==> config.mk <==
export PLATFORM = sky130hd
export DESIGN_NAME = multi_key_debouncer_with_hold_timers
export DESIGN_NICKNAME = d
export VERILOG_FILES = /design/src/rtl/core/mkdb_pkg.sv /design/src/rtl/core/multi_key_debouncer_with_hold_timers.sv
export SDC_FILE = /design/constraint.sdc
export NUM_CORES = 1
export LEC_CHECK = 0
export BUFFER_PORTS_ARGS = -buffer_cell sky130_fd_sc_hd__buf_2
export CAP_MARGIN = 10
export CORE_MARGIN = 2
export CORE_UTILIZATION = 60
export DETAILED_ROUTE_END_ITERATION = 7
export PLACE_DENSITY = 0.78
export SLEW_MARGIN = 20
export SYNTH_ARGS = -nofsm -noshare
export SYNTH_HDL_FRONTEND = slang
export SYNTH_SLANG_ARGS = --single-unit
==> constraint.sdc <==
create_clock -name clk -period 8.4 [get_ports clk]
set_clock_uncertainty 0.05 [all_clocks]
set_input_delay 1.68 -clock clk [delete_from_list [all_inputs] [get_ports clk]]
set_output_delay 1.68 -clock clk [all_outputs]
set_load 0.01 [all_outputs]
==> src/rtl/core/mkdb_pkg.sv <==
// ----------------------------------------------------------------------------
// mkdb_pkg
// Types, register map and constants for the multi-key debouncer.
// ----------------------------------------------------------------------------
package mkdb_pkg;

  localparam int NUM_CHANNELS = 11;

  localparam int CH_W    = 4;
  localparam int MASK_W  = 11;
  localparam int COUNT_W = 8;
  localparam int TIME_W  = 16;
  localparam int ADDR_W  = 4;
  localparam int DATA_W  = 32;

  localparam logic [TIME_W-1:0] TIME_SAT   = 16'hFFFE;
  localparam logic [TIME_W-1:0] IDLE_RESET = 16'hFFFF;

  localparam logic [MASK_W-1:0]  ENABLE_RESET = 11'd2047;
  localparam logic [MASK_W-1:0]  ACTIVE_RESET = 11'd72;
  localparam logic [COUNT_W-1:0] DEBOUNCE_RESET = 8'd5;
  localparam logic [TIME_W-1:0]  WINDOW_RESET = 16'd80;

  localparam logic [1:0] REG_ENABLE   = 2'd0;
  localparam logic [1:0] REG_ACTIVE   = 2'd1;
  localparam logic [1:0] REG_DEBOUNCE = 2'd2;
  localparam logic [1:0] REG_WINDOW   = 2'd3;

  typedef struct packed {
    logic [CH_W-1:0] channel;
    logic            pin_level;
    logic            bus_ok;
  } sample_word_t;

  typedef struct packed {
    logic [CH_W-1:0]   out_channel;
    logic              pressed;
    logic              double_press;
    logic [TIME_W-1:0] press_ticks;
    logic [TIME_W-1:0] release_ticks;
  } status_word_t;

  typedef struct packed {
    logic [COUNT_W-1:0] sample_count;
    logic               last_active;
    logic               pressed;
    logic               dbl;
    logic [TIME_W-1:0]  hold_time;
    logic [TIME_W-1:0]  idle_time;
  } entry_t;

  localparam entry_t ENTRY_RESET = '{
    sample_count: '0,
    last_active:  1'b0,
    pressed:      1'b0,
    dbl:          1'b0,
    hold_time:    '0,
    idle_time:    IDLE_RESET
  };

endpackage

==> src/rtl/core/multi_key_debouncer_with_hold_timers.sv <==
// ----------------------------------------------------------------------------
// multi_key_debouncer_with_hold_timers
// Per-channel key debouncer with press/release timers and double-press flag.
// ----------------------------------------------------------------------------
// Each sample word carries one tick of one key channel: channel, raw pin level
// and bus health. The block answers every sample with one status word holding
// the channel's debounced state after the update. Channels beyond the last
// report zero status and touch nothing.
// A sample passes the sample stage register and then the output register.
// One sample is taken every cycle while sample_stall is low, also on
// repeated samples of the same channel: the state table is read into a
// register at acceptance and written back as the sample leaves the sample
// stage, with the fresh entry bypassed when the next sample hits it. The
// status word sits in an output register; while the receiver stalls it
// holds, the sample pipeline stage behind it fills, and then sample_stall rises.
// Reset clears the pipeline, loads the register defaults and marks every
// table entry unwritten; an unwritten entry reads as its reset state, so no
// clearing pass is needed and samples are taken from the first cycle.
// Registers sit on the APB port at byte addresses 0, 4, 8 and 12; write them
// only while no sample is in flight.
// ----------------------------------------------------------------------------
module multi_key_debouncer_with_hold_timers #(
  parameter int NUM_CHANNELS = mkdb_pkg::NUM_CHANNELS
) (
  input  logic                        clk,
  input  logic                        rst,
  input  logic                        sample_valid,
  output logic                        sample_stall,
  input  mkdb_pkg::sample_word_t      sample,
  output logic                        status_valid,
  input  logic                        status_stall,
  output mkdb_pkg::status_word_t      status,
  input  logic                        psel,
  input  logic                        penable,
  input  logic                        pwrite,
  input  logic [mkdb_pkg::ADDR_W-1:0] paddr,
  input  logic [mkdb_pkg::DATA_W-1:0] pwdata,
  output logic [mkdb_pkg::DATA_W-1:0] prdata,
  output logic                        pready
);

  localparam int IDX_W = (NUM_CHANNELS > 1) ? $clog2(NUM_CHANNELS) : 1;
  localparam logic [5:0] CH_LIMIT = 6'(NUM_CHANNELS);

  logic [mkdb_pkg::MASK_W-1:0]  enable_mask;
  logic [mkdb_pkg::MASK_W-1:0]  active_level_mask;
  logic [mkdb_pkg::COUNT_W-1:0] debounce_count;
  logic [mkdb_pkg::TIME_W-1:0]  double_press_window;

  mkdb_pkg::entry_t mem [NUM_CHANNELS];
  logic [NUM_CHANNELS-1:0] written;

  logic                   s1_valid;
  mkdb_pkg::sample_word_t s1;
  mkdb_pkg::entry_t       rd;
  logic                   rd_written;

  logic                   accept;
  logic                   advance;
  logic                   in_range;
  logic                   s1_in_range;
  logic                   bypass;
  logic [IDX_W-1:0]       in_idx;
  logic [IDX_W-1:0]       s1_idx;
  mkdb_pkg::entry_t       cur;
  mkdb_pkg::entry_t       upd;
  logic                   enabled;
  logic                   act;
  logic [15:0]            en_wide;
  logic [15:0]            act_wide;
  logic [mkdb_pkg::COUNT_W-1:0] cnt;
  logic                   hit;
  logic [mkdb_pkg::TIME_W-1:0]  idle_inc;
  mkdb_pkg::status_word_t status_next;

  assign pready = 1'b1;

  always_ff @(posedge clk) begin
    if (rst) begin
      enable_mask         <= mkdb_pkg::ENABLE_RESET;
      active_level_mask   <= mkdb_pkg::ACTIVE_RESET;
      debounce_count      <= mkdb_pkg::DEBOUNCE_RESET;
      double_press_window <= mkdb_pkg::WINDOW_RESET;
    end else if (psel && penable && pwrite && pready) begin
      unique case (paddr[3:2])
        mkdb_pkg::REG_ENABLE:   enable_mask         <= pwdata[mkdb_pkg::MASK_W-1:0];
        mkdb_pkg::REG_ACTIVE:   active_level_mask   <= pwdata[mkdb_pkg::MASK_W-1:0];
        mkdb_pkg::REG_DEBOUNCE: debounce_count      <= pwdata[mkdb_pkg::COUNT_W-1:0];
        mkdb_pkg::REG_WINDOW:   double_press_window <= pwdata[mkdb_pkg::TIME_W-1:0];
        default: ;
      endcase
    end
  end

  always_comb begin
    unique case (paddr[3:2])
      mkdb_pkg::REG_ENABLE:   prdata = 32'(enable_mask);
      mkdb_pkg::REG_ACTIVE:   prdata = 32'(active_level_mask);
      mkdb_pkg::REG_DEBOUNCE: prdata = 32'(debounce_count);
      mkdb_pkg::REG_WINDOW:   prdata = 32'(double_press_window);
      default:                prdata = '0;
    endcase
  end

  assign advance      = s1_valid && (!status_valid || !status_stall);
  assign sample_stall = s1_valid && !advance;
  assign accept       = sample_valid && !sample_stall;

  assign in_range    = {2'b00, sample.channel} < CH_LIMIT;
  assign s1_in_range = {2'b00, s1.channel} < CH_LIMIT;
  assign in_idx      = IDX_W'(sample.channel);
  assign s1_idx      = IDX_W'(s1.channel);
  assign bypass      = advance && s1_in_range && (s1.channel == sample.channel);

  always_ff @(posedge clk) begin
    if (rst) begin
      s1_valid <= 1'b0;
    end else if (accept) begin
      s1_valid <= 1'b1;
    end else if (advance) begin
      s1_valid <= 1'b0;
    end
  end

  always_ff @(posedge clk) begin
    if (accept) begin
      s1 <= sample;
    end
  end

  // table read at acceptance, bypassing the entry being written this edge
  always_ff @(posedge clk) begin
    if (advance && s1_in_range) begin
      mem[s1_idx] <= upd;
    end
    if (accept && in_range) begin
      rd <= bypass ? upd : mem[in_idx];
    end
  end

  always_ff @(posedge clk) begin
    if (rst) begin
      written    <= '0;
      rd_written <= 1'b0;
    end else begin
      if (advance && s1_in_range) begin
        written[s1_idx] <= 1'b1;
      end
      if (accept && in_range) begin
        rd_written <= bypass || written[in_idx];
      end
    end
  end

  always_comb begin
    cur      = rd_written ? rd : mkdb_pkg::ENTRY_RESET;
    en_wide  = 16'(enable_mask);
    act_wide = 16'(active_level_mask);
    enabled  = en_wide[s1.channel];
    act      = s1.pin_level == act_wide[s1.channel];
    upd      = cur;
    cnt      = '0;
    hit      = 1'b0;
    idle_inc = cur.idle_time;
    if (enabled) begin
      if (act != cur.last_active) begin
        cnt = (act && !s1.bus_ok) ? '0 : cur.sample_count + 8'd1;
      end
      hit = cnt == debounce_count;
      upd.sample_count = hit ? '0 : cnt;
      if (hit) begin
        upd.pressed     = act;
        upd.last_active = act;
        if (act) begin
          upd.dbl = cur.idle_time <= double_press_window;
        end
      end
      if (upd.pressed) begin
        if (cur.hold_time < mkdb_pkg::TIME_SAT) begin
          upd.hold_time = cur.hold_time + 16'd1;
        end
        upd.idle_time = '0;
      end else begin
        upd.hold_time = '0;
        if (cur.idle_time < mkdb_pkg::TIME_SAT) begin
          idle_inc = cur.idle_time + 16'd1;
        end
        upd.idle_time = idle_inc;
        if (idle_inc > double_press_window) begin
          upd.dbl = 1'b0;
        end
      end
    end
  end

  always_comb begin
    status_next.out_channel = s1.channel;
    if (s1_in_range) begin
      status_next.pressed       = upd.pressed;
      status_next.double_press  = upd.dbl;
      status_next.press_ticks   = upd.hold_time;
      status_next.release_ticks = upd.idle_time;
    end else begin
      status_next.pressed       = 1'b0;
      status_next.double_press  = 1'b0;
      status_next.press_ticks   = '0;
      status_next.release_ticks = '0;
    end
  end

  always_ff @(posedge clk) begin
    if (rst) begin
      status_valid <= 1'b0;
    end else if (advance) begin
      status_valid <= 1'b1;
    end else if (!status_stall) begin
      status_valid <= 1'b0;
    end
  end

  always_ff @(posedge clk) begin
    if (advance) begin
      status <= status_next;
    end
  end

endmodule

# --- Word level (Yosys, flattened, before mapping) ---
# Memory sizes are Yosys's and may differ from the RTL's. A register that Yosys moved wholly into a read port is not among the register bits.
# Cells that the tools add are included.
totals:
  register_bits: 104
  ram_bits: 473
  output_inout_bits: 73
  n_memories: 1
mem_list:
  columns: ["name", "words", "word_bits", "rd", "rd_clocked_by_memory_dff", "write_ports", "line", "text"]
  rows:
  - ["mem", 11, 43, 1, 1, 1, "multi_key_debouncer_with_hold_timers.sv:50", "mkdb_pkg::entry_t mem [NUM_CHANNELS];"]
classes:
  addsub: 3
  n_lt_le_gt_ge: 9
  n_eq_ne: 8
  n_mux: 31
  bitwise: 1
  reduce_logical: 23
op_table:
  columns: ["cell", "count"]
  rows:
  - ["one-hot mux 32 bit (4 select lines)", 1]
  - ["2-to-1 mux 43 bit", 2]
  - ["2-to-1 mux 16 bit", 4]
  - ["adder 16 x 1 -> 16 bit, second input constant", 2]
  - ["less-than comparator 16 bit, second input constant", 2]
  - ["2-to-1 mux 32 bit", 1]
  - ["2-to-1 mux 8 bit", 4]
  - ["> comparator 16 bit", 1]
  - ["<= comparator 16 bit", 1]
  - ["2-to-1 mux 1 bit", 13]
  - ["binary-select mux 1 bit (select 4 bit)", 3]
  - ["OR 11 bit", 1]
  - ["logical AND 1 bit", 10]
  - ["less-than comparator 4 x 5 -> 1 bit, second input constant", 2]
  - ["adder 8 x 1 -> 8 bit, second input constant", 1]
  - ["== test 8 bit", 1]
  - ["less-than comparator 4 bit, second input constant", 2]
  - ["AND reduction 2 bit", 4]
  - ["2-to-1 mux 3 bit", 2]
  - ["zero test 1 bit", 5]
  - ["demux 1 bit (select 4 bit)", 1]
  - ["== test 2 bit, second input constant", 2]
  - ["== test 4 bit", 1]
  - [">= comparator 4 x 1 -> 1 bit, second input constant", 1]
  - ["other kinds (7)", 8]

# --- Longest topological paths before layout ---
depth:
  word_depth: 16
  depth_mapped: 19
  mapped_depth_nobuf: 18

# --- Worst setup path before layout ---
# No wires, ideal clock.
synth_path:
  kind: "input to register"
  start: "in status_stall"
  end: "mem mem[3][0] in the netlist's numbering, enable pin"
  setup_time_ns: 0.499
  t_arrival_ns: 5.768
  required_ns: 7.851
  setup_slack_ns: 2.083
  cell_stages: 5
  path_buffers: 0
  cell_sequence: "nand2_1 -> nand2_1 -> inv_1 -> nand2_1 -> nor3_1"
synth_via:
  elab_chain_len: 6
synth_rtl:
  columns: ["item", "line", "text"]
  rows:
  - ["start, declared", "multi_key_debouncer_with_hold_timers.sv:31", "input logic status_stall,"]
  - ["zero test 1 bit", null, null]
  - ["logical OR 1 bit", "multi_key_debouncer_with_hold_timers.sv:105", "assign advance = s1_valid && (!status_valid || !status_stall);"]
  - ["logical AND 1 bit", "multi_key_debouncer_with_hold_timers.sv:105", null]
  - ["net advance", "multi_key_debouncer_with_hold_timers.sv:59", "logic advance;"]
  - ["logical AND 1 bit", "multi_key_debouncer_with_hold_timers.sv:133", "if (advance && s1_in_range) begin"]
  - ["2-to-1 mux 1 bit", "multi_key_debouncer_with_hold_timers.sv:133", null]
  - ["2-to-1 mux 1 bit (not written as such)", "multi_key_debouncer_with_hold_timers.sv:134", "mem[s1_idx] <= upd;"]
  - ["end, declared", "multi_key_debouncer_with_hold_timers.sv:50", null]
# The timed path passes the listed nets, and every way through them passes these cells.

==> metrics <==
status=completed; CP max FO=43; Mapped Area=0.0269 mm2; Clock transition at path regs=60 ps; Post-synth EDFFs=560; CP endpoint kind=flip-flop; most used cell, CP=mux2i_1; Avg Inst Size Synth=14.8 um2; vias=16,057; setup TNS=0 ps; post_cts resized=0; GPL Wtd Cong=a little under 0.9; Layout area overhead=10.7%; final setup fails=0; H-tree level count=2; CP cell instances=mux4_2 > mux2i_1 > mux2i_1 > nor3_2 > o31ai_1 > nand4b_4 > mux2i_1 > o21a_2 > nand2_1 > o21ai_1; vias per cell=6.36; Final Hold Viols=0; total clock buffers created by CTS=59; critical path's top delay family=compound AO/OA/AOI/OAI gates; pwr dens=223 mW/mm2; layout cells sized above 1=18.3%; die area=roughly 0.046 mm2; RSZ-0062 raised after global routing=false; Worst path max stage delay=880 ps; met1 Use GR=36.9%; Least-Margin Pin Slew=1170 ps; drt pass-1 iters=6; sequential share of the synthesized area=67.1%; GR Util met2=43.2%; Slew headroom=22.0%; Clock Path Buffers=3; # DRC=0; TritonCTS clock tree=yes; CP Launch Type=flip-flop; Cell Rows=just under 80; Tightest Hold Check Type=reg2reg; post-synthesis register bit count=620; first-iteration detailed-routing DRC count=1,897; Max Cap Viol=0; area fraction in compound gates after synthesis=7.39%; final worst slack=~3000 ps; most frequent cells after synthesis=560 x edfxtp_1, 175 x nand2_1, 121 x nor2_1; postcts setup bufs=0; Synth Warn #=0; post-synth top area cell=edfxtp_1; critical path type=reg2reg; Initial Utilization=60.7%; worst vdd ir=about 0.22 mV; CTS Hold Bufs=0; Top FF cell, synth=edfxtp_1; first-pass GRT wire length=~94 mm; global route hottest layer=met2; fmax=0.188 GHz; HPWL after DPL=34.5 mm; largest family of logic cells by synthesized area=multiplexers; Mapped Cells=1,817; minimum clock period=5320 ps; Port Buffers=86; Worst Path Arrival=5560 ps; Final ANT Viol Nets=0; die width=between 200 and 250 um; synth top area cells=edfxtp_1 63%, mux4_2 8.3%, dfxtp_1 4.5%, mux2i_1 3.1%, nand2_1 2.4%; n_diodes=0; latest clock arrival within the worst-skew pair=630 ps; required time of the critical path=approximately 8700 ps; clock root cell=clkbuf_16; antenna violations before repair=0; NumNets Final=approximately 2,000; Place WS=3060 ps; CP Buf/Inv Count=0; Core Footprint=0.0442 mm2; Routed WL=around 61 mm; All-Layer GR Usage=26.7%; post-DR wirelength/cell=about 24 um; static leakage=between 10 and 15 nW; period utilization=a little over three fifths; top cell type's share of synthesized area=a little over three fifths; post-synthesis simple-gate area fraction=7.37%; grt total ovfl=0; most numerous cell in the Yosys netlist=edfxtp_1; post-layout util=about two thirds; CTS sink cnt=620; vias in the first global route=15,937; post-synthesis mux area share=12.6%; Synth Area in Adders=under 10%; largest net degree at the start of global routing=120; Top Ports=122; Distinct cells, synth=69; critical path's slowest cell=o21a_2; XOR/XNOR Fraction of Synth Area=1.30%; GR Util met3=3.88%; Slew Limit Fails=0; Vert. Die Dim=216 um; FFs w/ async S/R, synth=0%
==> power by group <==
part           leakage (nW)  switching [mW]  internal (mW)
Clock                 0.943            1.13           1.46
Sequential             5.63          0.0312           3.46
Combinational          3.60           0.371          0.190
==> stage by stage <==
| step | instances | hold slack (ps) | instance area [um2] | power, mW |
|---|---|---|---|---|
| floorplan | 1832 | 374 | 26900 | 3.93 |
| global placement | 2414 | 394 | 27800 | 4.08 |
| detailed placement | 2414 | 411 | 27800 | 4.10 |
| CTS | 2523 | 423 | 29700 | 6.66 |
| global route | 2523 | 445 | 29700 | 6.84 |
| finish | 2523 | 420 | 29700 | 6.64 |
==> final cells by class <==
class	instances	area (um2)
clock inverters	34	262
fillers	2848	14500
flip-flops and latches	620	18000
repair buffers	112	643
well taps	592	741
inverters	44	165
multi-input cells	1046	8280
clock buffers	75	1630
==> final timing paths <==
kind / startpoint / to / slack (ps) / depth (start not counted)
worst max register to register: s1_idx[0] / mem[7][2] / 3080 / 10
worst min register to register: double_press_window[12] / double_press_window[12] / 420 / 2
worst max-delay path: s1_idx[0] / mem[7][2] / 3080 / 10
worst min-delay path: double_press_window[12] / double_press_window[12] / 420 / 2
==> metal layers <==
layer | routed length [um] | vias to the layer above
li1 | - | 7075
met1 | 24500 | 7974
met2 | 29400 | 874
met3 | 5280 | 134
met4 | 2160 | 0
met5 | 0 | -
==> sequential cells by signal, summed over array words and instances, names as in the netlist <==
register and count:
status_valid 1, s1 2, written 11, double_press_window 16, s1_valid 1, enable_mask 11, debounce_count 8, s1_idx 4
status 38, rd 43, mem 473, rd_written 1, active_level_mask 11
==> cells by family after synthesis <==
group / count (synthesis)
other: 2
adder cells (fa/ha/maj): 35
XOR/XNOR: 38
multiplexers: 210
AND/OR/NAND/NOR: 434
AO/OA/AOI/OAI: 312
flip-flops: 620
buffers and inverters: 166
==> placed cells by master (no fill, tap or decap), types with 5 or more instances in the layout <==
master,instances
xor2_1,15
clkinv_2,17
nand2_1,174
nand4_1,12
nor2_1,116
a211o_1,17
o31ai_1,16
o21ai_0,80
mux2i_1,84
nand3b_1,8
xnor2_1,22
ha_1,35
mux2_2,27
and2_1,9
and3_1,14
clkinv_1,10
nor3_1,15
nor2b_1,17
buf_2,83
nor2_4,6
inv_1,42
buf_4,27
nand2b_1,10
conb_1,17
o211ai_1,42
o21ai_1,17
nand3_1,25
a21o_1,8
nor3_2,5
clkbuf_16,62
clkbuf_1,10
edfxtp_1,560
mux4_2,99
dfxtp_1,60
a21oi_1,71
a22oi_1,19
==> tightest hold or removal path, stage by stage, from the launching register on <==
cell     delay, ps
dfxtp_1        320
nand2_1         50
a21oi_1         50
No activity file was read; power rests on OpenSTA's default activity.
